File: config.mk
export PLATFORM = sky130hd
export DESIGN_NAME = usb_endpoint_transfer_sequencer_core
export DESIGN_NICKNAME = d
export VERILOG_FILES = /design/src/hdl/uets_pkg.sv /design/src/hdl/usb_endpoint_transfer_sequencer_core.sv /design/src/hdl/uets_ram.sv
export SDC_FILE = /design/constraint.sdc
export NUM_CORES = 1
export LEC_CHECK = 0
export ABC_AREA = 1
export BUFFER_PORTS_ARGS = -buffer_cell sky130_fd_sc_hd__buf_2
export CELL_PAD_IN_SITES_DETAIL_PLACEMENT = 1
export CELL_PAD_IN_SITES_GLOBAL_PLACEMENT = 2
export CORE_ASPECT_RATIO = 1.1
export CORE_MARGIN = 4
export CORE_UTILIZATION = 43
export DETAILED_ROUTE_END_ITERATION = 10
export PLACE_DENSITY_LB_ADDON = 0.1
export SKIP_CTS_REPAIR_TIMING = 1
export SYNTH_ARGS = -nofsm -noshare
export SYNTH_HDL_FRONTEND = slang
export SYNTH_SLANG_ARGS = --single-unit
File: constraint.sdc
create_clock -name clk -period 7.49 [get_ports clk]
set_input_delay 2.247 -clock clk [delete_from_list [all_inputs] [get_ports clk]]
set_output_delay 2.247 -clock clk [all_outputs]
set_load 0.005 [all_outputs]
File: src/hdl/uets_pkg.sv
`timescale 1ns / 1ps
// Shared types and codes for the USB endpoint transfer sequencer.
// No dependencies; imported by the sequencer core.
package uets_pkg;

    localparam int NUM_ENDPOINTS_DEF = 8;
    localparam int MAX_PACKET_DEF    = 64;
    localparam logic [6:0] EP0_PACKET = 7'd64;

    localparam logic [1:0] REQ_OPEN      = 2'd0;
    localparam logic [1:0] REQ_START     = 2'd1;
    localparam logic [1:0] REQ_TOKEN     = 2'd2;
    localparam logic [1:0] REQ_BUS_RESET = 2'd3;

    localparam logic [1:0] TOK_OUT   = 2'd0;
    localparam logic [1:0] TOK_SOF   = 2'd1;
    localparam logic [1:0] TOK_IN    = 2'd2;
    localparam logic [1:0] TOK_SETUP = 2'd3;

    localparam logic [1:0] RSP_NONE = 2'd0;
    localparam logic [1:0] RSP_ACK  = 2'd1;
    localparam logic [1:0] RSP_NACK = 2'd2;
    localparam logic [1:0] RSP_NYET = 2'd3;

    localparam logic [1:0] ERR_NONE      = 2'd0;
    localparam logic [1:0] ERR_TOGGLE    = 2'd1;
    localparam logic [1:0] ERR_EP0_OUT   = 2'd2;
    localparam logic [1:0] ERR_EP0_MULTI = 2'd3;

    typedef struct packed {
        logic [1:0]  req_type;
        logic [2:0]  endpoint;
        logic        dir_in;
        logic [6:0]  max_packet;
        logic [15:0] xfer_len;
        logic [1:0]  token_kind;
        logic        tog_ok;
        logic [6:0]  rx_len;
    } req_t;

    typedef struct packed {
        logic [1:0]  ep_response;
        logic        toggle_bit;
        logic [6:0]  load_len;
        logic [15:0] copy_offset;
        logic [6:0]  copy_len;
        logic        xfer_done;
        logic [15:0] done_count;
        logic        setup_seen;
        logic        reset_seen;
        logic [1:0]  error_code;
    } rsp_t;

    typedef struct packed {
        logic [15:0] total;
        logic [15:0] done_bytes;
        logic [6:0]  limit;
        logic [6:0]  in_flight;
    } entry_t;

endpackage

File: src/hdl/usb_endpoint_transfer_sequencer_core.sv
`timescale 1ns / 1ps
// USB endpoint transfer sequencer: per-endpoint transfer table and token handling.
// Depends on uets_pkg and uets_ram (endpoint table).
//
//  channel | valid      | stall      | payload
//  --------+------------+------------+--------------
//  request | req_valid  | req_stall  | req  (req_t)
//  result  | rsp_valid  | rsp_stall  | rsp  (rsp_t)
//
// Each request is handled in two steps: the endpoint table entry is read on accept,
// then it is modified and written back while the result register is loaded. The
// single table port pair sets these steps. One request is in flight at a time.
// Reset clears the active flags, restores the endpoint 0 packet limits to 64 and
// sets both endpoint 0 toggles; the table RAM itself is not cleared.
// A stalled result holds the result register and stalls the request side.
module usb_endpoint_transfer_sequencer_core
    import uets_pkg::*;
#(
    parameter int NUM_ENDPOINTS = NUM_ENDPOINTS_DEF,
    parameter int MAX_PACKET    = MAX_PACKET_DEF
) (
    input  logic clk,
    input  logic rst_n,
    input  logic req_valid,
    output logic req_stall,
    input  req_t req,
    output logic rsp_valid,
    input  logic rsp_stall,
    output rsp_t rsp
);

    localparam int SLOTS  = 2 * NUM_ENDPOINTS;
    localparam int SLOT_W = $clog2(SLOTS);
    localparam logic [6:0] MAX_PKT = 7'(MAX_PACKET);

    localparam logic ST_IDLE = 1'b0;
    localparam logic ST_EXEC = 1'b1;

    logic              state_reg, state_next;
    req_t              cur_reg;
    logic [SLOT_W-1:0] slot_reg;
    logic [SLOTS-1:0]  active_reg, active_next;
    logic [1:0]        dflt_reg, dflt_next;
    logic              in_tog_reg, in_tog_next;
    logic              out_tog_reg, out_tog_next;
    logic              rsp_valid_reg, rsp_valid_next;
    rsp_t              rsp_reg, rsp_next;

    logic              accept;
    logic              acc_dir;
    logic [4:0]        acc_slot;
    logic [SLOT_W-1:0] acc_addr;
    logic [$bits(entry_t)-1:0] rd_raw;
    entry_t            rd;
    entry_t            ent_next;
    logic              ram_we;

    logic        cur_dir;
    logic        ep0;
    logic        in_range;
    logic [6:0]  eff_lim;
    logic [6:0]  mp;
    logic [6:0]  rx;
    logic [15:0] remain;
    logic [6:0]  n_out;
    logic [15:0] done_out;
    logic [15:0] done_in;
    logic [15:0] diff_in;
    logic [6:0]  n_in;
    logic [6:0]  n_start;

    assign accept    = req_valid && !req_stall;
    assign req_stall = (state_reg != ST_IDLE) || (rsp_valid_reg && rsp_stall);
    assign acc_dir   = (req.req_type == REQ_TOKEN) ? (req.token_kind == TOK_IN) : req.dir_in;
    assign acc_slot  = {1'b0, req.endpoint, acc_dir};
    assign acc_addr  = acc_slot[SLOT_W-1:0];

    uets_ram #(
        .WIDTH ($bits(entry_t)),
        .DEPTH (SLOTS)
    ) u_table (
        .clk   (clk),
        .we    (ram_we),
        .waddr (slot_reg),
        .wdata (ent_next),
        .re    (accept),
        .raddr (acc_addr),
        .rdata (rd_raw)
    );

    assign rd       = entry_t'(rd_raw);
    assign cur_dir  = (cur_reg.req_type == REQ_TOKEN) ? (cur_reg.token_kind == TOK_IN)
                                                      : cur_reg.dir_in;
    assign ep0      = (cur_reg.endpoint == 3'd0);
    assign in_range = ({2'b00, cur_reg.endpoint} < 5'(NUM_ENDPOINTS));
    assign eff_lim  = (ep0 && dflt_reg[cur_dir]) ? EP0_PACKET : rd.limit;
    assign mp       = (cur_reg.max_packet > MAX_PKT) ? MAX_PKT : cur_reg.max_packet;
    assign rx       = (cur_reg.rx_len > MAX_PKT) ? MAX_PKT : cur_reg.rx_len;

    assign remain   = (rd.total > rd.done_bytes) ? (rd.total - rd.done_bytes) : 16'd0;
    assign n_out    = (remain < {9'd0, rx}) ? remain[6:0] : rx;
    assign done_out = rd.done_bytes + {9'd0, n_out};
    assign done_in  = rd.done_bytes + {9'd0, rd.in_flight};
    assign diff_in  = rd.total - done_in;
    assign n_in     = (diff_in < {9'd0, eff_lim}) ? diff_in[6:0] : eff_lim;
    assign n_start  = (cur_reg.xfer_len < {9'd0, eff_lim}) ? cur_reg.xfer_len[6:0] : eff_lim;

    always_comb
    begin
        rsp_next     = '0;
        ent_next     = rd;
        active_next  = active_reg;
        dflt_next    = dflt_reg;
        in_tog_next  = in_tog_reg;
        out_tog_next = out_tog_reg;
        ram_we       = 1'b0;

        if (state_reg == ST_EXEC)
        begin
            if (cur_reg.req_type == REQ_BUS_RESET)
            begin
                dflt_next            = 2'b11;
                active_next[1:0]     = 2'b00;
                in_tog_next          = 1'b1;
                out_tog_next         = 1'b1;
                rsp_next.ep_response = RSP_NACK;
                rsp_next.reset_seen  = 1'b1;
            end
            else if (in_range)
            begin
                ram_we = 1'b1;
                case (cur_reg.req_type)
                    REQ_OPEN:
                    begin
                        ent_next.limit = mp;
                        if (ep0)
                        begin
                            dflt_next[cur_dir] = 1'b0;
                        end
                        else
                        begin
                            rsp_next.ep_response = RSP_NACK;
                        end
                    end
                    REQ_START:
                    begin
                        active_next[slot_reg] = 1'b1;
                        ent_next.total        = cur_reg.xfer_len;
                        ent_next.done_bytes   = 16'd0;
                        ent_next.in_flight    = 7'd0;
                        if (cur_dir)
                        begin
                            ent_next.in_flight   = n_start;
                            rsp_next.ep_response = RSP_ACK;
                            rsp_next.load_len    = n_start;
                            rsp_next.copy_len    = n_start;
                            if (ep0)
                            begin
                                rsp_next.toggle_bit = in_tog_reg;
                            end
                        end
                        else if (ep0)
                        begin
                            if (cur_reg.xfer_len > {9'd0, eff_lim})
                            begin
                                rsp_next.error_code = ERR_EP0_OUT;
                            end
                            else
                            begin
                                rsp_next.ep_response = RSP_ACK;
                                rsp_next.toggle_bit  = out_tog_reg;
                            end
                        end
                        else
                        begin
                            rsp_next.ep_response = RSP_ACK;
                        end
                    end
                    default:
                    begin
                        if (cur_reg.token_kind == TOK_SETUP)
                        begin
                            in_tog_next         = 1'b1;
                            out_tog_next        = 1'b1;
                            rsp_next.setup_seen = 1'b1;
                        end
                        else if (cur_reg.token_kind == TOK_SOF)
                        begin
                            ram_we = 1'b0;
                        end
                        else if (!cur_reg.tog_ok)
                        begin
                            rsp_next.error_code = ERR_TOGGLE;
                        end
                        else if (cur_reg.token_kind == TOK_OUT)
                        begin
                            if (ep0 && rd.total == 16'd0)
                            begin
                                rsp_next.ep_response  = RSP_NACK;
                                rsp_next.toggle_bit   = out_tog_reg;
                                out_tog_next          = !out_tog_reg;
                                active_next[slot_reg] = 1'b0;
                                rsp_next.xfer_done    = 1'b1;
                                rsp_next.done_count   = rd.done_bytes;
                            end
                            else
                            begin
                                if (n_out != 7'd0)
                                begin
                                    rsp_next.copy_offset = rd.done_bytes;
                                    rsp_next.copy_len    = n_out;
                                    ent_next.done_bytes  = done_out;
                                end
                                if (ep0)
                                begin
                                    rsp_next.toggle_bit = out_tog_reg;
                                end
                                if ((ep0 && rx == eff_lim)
                                    || (!ep0 && rx >= eff_lim && done_out != rd.total))
                                begin
                                    rsp_next.ep_response = RSP_ACK;
                                end
                                else
                                begin
                                    rsp_next.ep_response  = RSP_NACK;
                                    active_next[slot_reg] = 1'b0;
                                    rsp_next.xfer_done    = 1'b1;
                                    rsp_next.done_count   = done_out;
                                end
                            end
                        end
                        else
                        begin
                            ent_next.done_bytes = done_in;
                            if (ep0)
                            begin
                                if (rd.total != 16'd0)
                                begin
                                    in_tog_next = !in_tog_reg;
                                end
                                if (rd.total == 16'd0 || done_in == rd.total)
                                begin
                                    rsp_next.ep_response  = RSP_NACK;
                                    rsp_next.toggle_bit   = in_tog_next;
                                    active_next[slot_reg] = 1'b0;
                                    rsp_next.xfer_done    = 1'b1;
                                    rsp_next.done_count   = done_in;
                                end
                                else
                                begin
                                    rsp_next.error_code = ERR_EP0_MULTI;
                                end
                            end
                            else if (rd.total > done_in)
                            begin
                                ent_next.in_flight   = n_in;
                                rsp_next.ep_response = RSP_ACK;
                                rsp_next.load_len    = n_in;
                                rsp_next.copy_offset = done_in;
                                rsp_next.copy_len    = n_in;
                            end
                            else
                            begin
                                ent_next.in_flight   = 7'd0;
                                rsp_next.ep_response = RSP_NACK;
                                rsp_next.xfer_done   = 1'b1;
                                rsp_next.done_count  = done_in;
                            end
                        end
                    end
                endcase
            end
        end
    end

    always_comb
    begin
        state_next     = state_reg;
        rsp_valid_next = rsp_valid_reg;
        if (rsp_valid_reg && !rsp_stall)
        begin
            rsp_valid_next = 1'b0;
        end
        case (state_reg)
            ST_IDLE:
            begin
                if (accept)
                begin
                    state_next = ST_EXEC;
                end
            end
            ST_EXEC:
            begin
                state_next     = ST_IDLE;
                rsp_valid_next = 1'b1;
            end
            default:
            begin
                state_next = ST_IDLE;
            end
        endcase
    end

    always_ff @(posedge clk or negedge rst_n)
    begin
        if (!rst_n)
        begin
            state_reg     <= ST_IDLE;
            rsp_valid_reg <= 1'b0;
            active_reg    <= '0;
            dflt_reg      <= 2'b11;
            in_tog_reg    <= 1'b1;
            out_tog_reg   <= 1'b1;
        end
        else
        begin
            state_reg     <= state_next;
            rsp_valid_reg <= rsp_valid_next;
            active_reg    <= active_next;
            dflt_reg      <= dflt_next;
            in_tog_reg    <= in_tog_next;
            out_tog_reg   <= out_tog_next;
        end
    end

    always_ff @(posedge clk)
    begin
        if (accept)
        begin
            cur_reg  <= req;
            slot_reg <= acc_addr;
        end
        if (state_reg == ST_EXEC)
        begin
            rsp_reg <= rsp_next;
        end
    end

    assign rsp_valid = rsp_valid_reg;
    assign rsp       = rsp_reg;

    a_exec_loads_result: assert property (@(posedge clk) disable iff (!rst_n)
        state_reg == ST_EXEC |=> rsp_valid)
        else $error("result not loaded after table update");

    a_bus_reset_ep0: assert property (@(posedge clk) disable iff (!rst_n)
        state_reg == ST_EXEC && cur_reg.req_type == REQ_BUS_RESET
        |=> !active_reg[0] && !active_reg[1] && in_tog_reg && out_tog_reg
            && dflt_reg == 2'b11)
        else $error("bus reset left endpoint 0 state behind");

    a_no_accept_on_full: assert property (@(posedge clk) disable iff (!rst_n)
        rsp_valid && rsp_stall |-> req_stall)
        else $error("request accepted while result register blocked");

    a_count_only_on_done: assert property (@(posedge clk) disable iff (!rst_n)
        rsp_valid && !rsp.xfer_done |-> rsp.done_count == 16'd0)
        else $error("done count without completion");

endmodule

File: src/hdl/uets_ram.sv
`timescale 1ns / 1ps
// Generic single-write, single-read RAM with registered read data.
// No dependencies.
module uets_ram #(
    parameter int WIDTH = 8,
    parameter int DEPTH = 16
) (
    input  logic                     clk,
    input  logic                     we,
    input  logic [$clog2(DEPTH)-1:0] waddr,
    input  logic [WIDTH-1:0]         wdata,
    input  logic                     re,
    input  logic [$clog2(DEPTH)-1:0] raddr,
    output logic [WIDTH-1:0]         rdata
);

    logic [WIDTH-1:0] mem [DEPTH];
    logic [WIDTH-1:0] rdata_reg;

    always_ff @(posedge clk)
    begin
        if (we)
        begin
            mem[waddr] <= wdata;
        end
        if (re)
        begin
            rdata_reg <= mem[raddr];
        end
    end

    assign rdata = rdata_reg;

endmodule
After elaboration in Yosys (flattened, before gate mapping)
Memories as Yosys holds them, arrays and structs flattened. A register that Yosys moved wholly into a read port is not among the register bits.
Cells that the tools add are included.

word-level totals
  register bits after elaboration = 103
  RAM bits = 736
  word-level logic and storage cells = 199
  memories = 1

operators by class
  add/subtract/negate cells = 4
  magnitude comparators = 11
  equal/unequal tests = 14
  mux-type cells = 105
  bitwise operators = 4
  reduce and logical (&&, ||, !) cells = 36

memory list
  memory       words  bits a word  rd ports  clocked after Yosys merged registers in  write ports  line            text
  u_table.mem  16     46           1         1                                        1            uets_ram.sv:17  logic [WIDTH-1:0] mem [DEPTH];

operator list
  cell                  count
  $mux W50              3
  $mux W16              8
  $mux W7               15
  $mux W46              2
  $mux W17              5
  $mux W30              2
  $lt A16 B7 Y1         3
  $mux W23              2
  $mux W40              1
  $mux W1               37
  $mux W2               18
  $add A16 B7 Y16       2
  $gt A16 B16 Y1        2
  $pmux W16 S2          1
  $sub A16 B16 Y16      2
  $pmux W7 S2           2
  $eq A16 B16 Y1        1
  $gt A16 B7 Y1         1
  $logic_not A16 Y1     1
  $ne A16 B16 Y1        1
  $pmux W8 S2           1
  $reduce_bool A16 Y1   1
  $gt A7 B7 Y1 const B  2
  $eq A2 B2 Y1 const B  6
  other kinds (27)      55

Depth between registers and ports, before layout
  depth after elaboration = 17
  mapped depth = 47

By module
From an unflattened synthesis, not the netlist that was laid out.

unflattened totals
  cells, all modules = 4,408
  area total of the unflattened synthesis = 42,754.8 µm²

by module, submodules not included
  module                                instances  cells each  area an instance (µm²)  sequential area each (µm²)
  uets_ram                              1          3,036       33,036.7                23,482.5
  usb_endpoint_transfer_sequencer_core  1          1,372       9,718.1                 2,977.9

Worst setup path after synthesis
Ideal clock, no wire load.

  path kind = input -> register
  start point = input port rsp_stall
  end point = register cur_reg[0] (netlist name) (enable)
  data arrival time = 6,006 ps
  required time = 6,959 ps
  path slack = 953 ps
  cell stages on the path = 3
  cell sequence = nand2_1 > nand2_1 > nor2_1

on the way
  cells in the longest elaborated chain, start to end = 4

ends and longest elaborated chain
  element               line                                         text
  from (decl)           usb_endpoint_transfer_sequencer_core.sv:28   input logic rsp_stall,
  $logic_and A1 B1 Y1   usb_endpoint_transfer_sequencer_core.sv:73   assign req_stall = (state_reg != ST_IDLE) || (rsp_valid_reg && rsp_stall);
  $logic_or A1 B1 Y1    usb_endpoint_transfer_sequencer_core.sv:73
  named net req_stall   usb_endpoint_transfer_sequencer_core.sv:25   output logic req_stall,
  $logic_not A1 Y1      usb_endpoint_transfer_sequencer_core.sv:72   assign accept = req_valid && !req_stall;
  $logic_and A1 B1 Y1   usb_endpoint_transfer_sequencer_core.sv:72
  named net accept      usb_endpoint_transfer_sequencer_core.sv:49   logic accept;
  to (signal assigned)  usb_endpoint_transfer_sequencer_core.sv:330  cur_reg <= req;
  to (decl)             usb_endpoint_transfer_sequencer_core.sv:40   req_t cur_reg;

The timed path passes the listed nets, and every way through them passes these cells.
A chain may end at the register's enable or synchronous reset.

Worst setup path in the final report
  start point = register u_table.rdata_reg[30] (netlist: u_table.rdata[30]) (read register of u_table.mem)
  end point = register rsp_reg (netlist bit rsp[18]), data pin

on the way
  cells in the longest elaborated chain, start to end = 11

ends and longest elaborated chain
  element                                             line                                         text
  from (decl)                                         uets_ram.sv:18                               logic [WIDTH-1:0] rdata_reg;
  $sub A16 B16 Y16 or $gt A16 B16 Y1 (tied branches)  usb_endpoint_transfer_sequencer_core.sv:100  assign remain = (rd.total > rd.done_bytes) ? (rd.total - rd.done_bytes) : 16'd0;
  $mux W16                                            usb_endpoint_transfer_sequencer_core.sv:100
  $lt A16 B7 Y1                                       usb_endpoint_transfer_sequencer_core.sv:101  assign n_out = (remain < {9'd0, rx}) ? remain[6:0] : rx;
  $mux W7                                             usb_endpoint_transfer_sequencer_core.sv:101
  $add A16 B7 Y16                                     usb_endpoint_transfer_sequencer_core.sv:102  assign done_out = rd.done_bytes + {9'd0, n_out};
  $ne A16 B16 Y1                                      usb_endpoint_transfer_sequencer_core.sv:219  || (!ep0 && rx >= eff_lim && done_out != rd.total))
  $logic_and A1 B1 Y1                                 usb_endpoint_transfer_sequencer_core.sv:219
  $logic_or A1 B1 Y1                                  usb_endpoint_transfer_sequencer_core.sv:219
  $mux W17                                            usb_endpoint_transfer_sequencer_core.sv:218  if ((ep0 && rx == eff_lim)
  $mux W17                                            usb_endpoint_transfer_sequencer_core.sv:197  if (ep0 && rd.total == 16'd0)
  $mux W40 (*)                                        usb_endpoint_transfer_sequencer_core.sv:195  else if (cur_reg.token_kind == TOK_OUT)
  to (signal assigned)                                usb_endpoint_transfer_sequencer_core.sv:335  rsp_reg <= rsp_next;
  to (decl)                                           usb_endpoint_transfer_sequencer_core.sv:47   rsp_t rsp_reg, rsp_next;

Every way passes the cells marked *; elsewhere a longest branch is shown, timed or not.

==> results.md <==
* Vias in the first global route at 28800
* Synth Instances at 3449
* Worst-Margin Slew at 1350 ps
* Largest stage delay, worst path at 440 ps
* Clock transition at path regs at 60 ps
* Yosys Warn Count at 0
* Synth Cell Area at 39600 µm²
* Int Pwr at 8.79 mW
* Grt met3 use at 3.43%
* GRT Overall Usage at 26.6%
* Fraction of registers with async set/reset at less than 1%
* Final setup vio count at 0
* Layout Nets at 3654
* Top-count cell post-synth: edfxtp_1
* Synth cell types at 50
* Dominant synthesized flop cell: edfxtp_1
* Switching Share at 28.4%
* Area growth syn-to-layout at 12.6%
* Fill cells at 9516
* Total gr overflow at 0
* Synth cell count leaders: edfxtp_1 (876), nor2_1 (727), nand2_1 (437), o21ai_0 (233), inv_1 (179)
* FF-to-FF Start: u_table.rdata[30]$_DFFE_PP_
* Initial Utilization at 43.4%
* Sequential power share at 46.7%
* GRT met1 Usage at a little over a third
* CTS buffer count at 94
* Pwr dens at approximately 280 nW/µm²
* Critical Path Slowest Stage Cell: edfxtp_1
* Layout Skew at 42.1 ps
* First-pass GRT wire length at 193000 µm
* Initial antenna violation count at 4
* CP startpoint kind: flop
* Yosys top cell area share at 66.5%
* Pre-antenna DRT Iters at 5
* Register area share after synthesis at 66.9%
* GR peak layer: met2
* Ranking of synthesized cells by area: edfxtp_1 (66%), nor2_1 (6.9%), nand2_1 (4.1%)
* WL final at 131000 µm
* P_leak at 16.0 nW
* Final hold vios at 0
* EDFF count, synth at 876
* WHS Path Cells at 2
* Final Wtd Congestion at 0.901
* Clk buf depth at 3
* Setup Crit Path Kind: reg -> reg
* Max Freq at 142 MHz
* Fraction of layout cells with a size suffix above 1 at 10.7%
* Status: completed
* CP Capture Type: flop
* P_sw at 3.49 mW
* Clk root buf: clkbuf_16
* R2R cell count at 38
* Worst hold-check path type: reg -> reg
* Post-Syn Nets at 3572
* Skew-Pair Late Insertion Delay at 690 ps
* ANT nets after route at 0
* Required time of the critical path at ~8000 ps
* CP arrival at 7550 ps
* CTS sink count at 882
* DRC violations left at 0
* RSZ-0062 raised after global routing: no
* Max transition margin at 9.69%
* DR WL/cell at 27.4 µm
* Chip Width at 297 µm
* Starting DRT DRC Count at 2390
* Tcrit/Tclk final at 94.1%
* Die height at 326 µm
* Final setup TNS at 0 ps
* Most frequent CP cell: nand2_1
* Max reg flops at 736
* WHS Endpoint: rsp_valid$_DFFE_PN0P_
* Final worst path period need at 7040 ps
* Final Util at 48.9%
* FF-to-FF setup slack at 450 ps
* Largest net degree at the start of global routing at 158
* Area leader, netlist: edfxtp_1
* Comb pwr share at roughly 17%
* DPL Wire Length at 82400 µm
* Average via count per standard cell at 5.86
* Number of buffers added on ports at 98
* VDD IR max at between 0.15 and 0.2 mV
* Total die area at 96900 µm²
* Slew Viols, Final at 0
* Pre-CTS setup slack at between 400 and 500 ps
* Grt met2 use at 45.2%
* CP Max Fanout at 16
* Worst hold path startpoint: rsp_valid$_DFFE_PN0P_
* Reg2reg end: rsp[18]$_SDFFCE_PP0P_
* Total of max-cap violations at 0
* Synth Area per Inst at between 10 and 15 µm²
* Clock network fraction of total power at a little under two fifths
* Htree depth at 3
* Core Region at between 90000 and 100000 µm²
* I/O Pins at between 90 and 100
* CTS tree: built
* Worst setup margin at 445 ps
* Via count at ~28000
* Yosys reg bits at 882
* Row cnt at 116
## worst max-delay path: cells and delay by family (launching register included)
kind                       cells  cell delay (ps)
DFF                            1              440
and+or+nand+nor               25             3570
AOI/OAI and AO/OA              3              560
buffers and inverters          4              380
xor gates and xnor gates       1              350
adders and majority gates      5             1570
## cells by family after synthesis
group	after synthesis	share of synthesized area, %
compound gates	718	12.0
xor+xnor	53	1.17
fa+ha+maj	80	2.61
buf+inv	381	3.71
flops	882	66.9
mux	2	0.0569
simple gates	1333	13.5
## metrics by stage
step	power, mW	area [µm²]	instances	hold slack, ps
2_1_floorplan	7.08	39600	3449	475
3_3_place_gp	7.79	41600	4614	469
3_5_place_dp	7.85	41600	4614	489
4_1_cts	12.4	44600	4782	510
5_1_grt	12.8	44600	4783	539
6_report	12.3	44600	4784	517
## power by group through the flow
| stage | Clock (mW) | Combinational (mW) | Sequential [mW] |
|---|---|---|---|
| finish | 4.51 | 2.03 | 5.74 |
| floorplan | 0 | 1.26 | 5.81 |
| detailed placement | 0 | 2.01 | 5.84 |
| global placement | 0 | 1.95 | 5.83 |
| global route | 4.83 | 2.23 | 5.74 |
| CTS | 4.61 | 2.02 | 5.74 |
## placed cells by master, fill, tap and decap left out, drive strengths merged
cell / n
xor2: 45
ha: 76
xnor2: 8
or2: 14
nand3: 89
a31oi: 13
clkinv: 51
edfxtp: 876
nor3: 12
fa: 4
o31ai: 61
diode: 1
nor4: 8
or4: 1
and2: 3
a2111oi: 2
a21o: 4
dfstp: 4
o221ai: 58
o22a: 2
a21oi: 107
nand2: 452
o21bai: 38
o22ai: 22
clkbuf: 111
nand3b: 10
mux2: 2
nor2: 731
o21ai: 237
o311ai: 35
buf: 175
bufinv: 6
dfrtp: 2
o211ai: 43
clkinvlp: 3
inv: 189
nand4: 13
o32ai: 96
## area by class of cell
class	count	area, µm²	area share, %
Sequential cell	882	26500	59.4
Inverter	192	731	1.64
Clock buffer	111	2460	5.52
Timing Repair Buffer	175	1170	2.62
Multi-Input combinational cell	2186	11800	26.4
Clock inverter	57	492	1.10
Tap cell	1180	1480	3.31
Antenna cell	1	2.50	0.00561
## routing by layer
| layer | vias up | routed length, µm |
|---|---|---|
| met5 | - | 0 |
| met4 | 0 | 3220 |
| met3 | 156 | 5720 |
| met2 | 682 | 64500 |
| met1 | 14600 | 57700 |
| li1 | 12600 | - |
## how the worst max path moves through the flow
stage	from	depth (start not counted)	end
2_1_floorplan	rsp_stall	3	cur_reg[0]$_DFFE_PP_
3_3_place_gp	u_table.rdata[30]$_DFFE_PP_	38	rsp[18]$_SDFFCE_PP0P_
3_5_place_dp	u_table.rdata[30]$_DFFE_PP_	38	rsp[18]$_SDFFCE_PP0P_
4_1_cts	u_table.rdata[30]$_DFFE_PP_	38	rsp[18]$_SDFFCE_PP0P_
5_1_grt	u_table.rdata[22]$_DFFE_PP_	43	rsp[18]$_SDFFCE_PP0P_
6_report	u_table.rdata[30]$_DFFE_PP_	38	rsp[18]$_SDFFCE_PP0P_
Power figures use the tool's default switching activity.
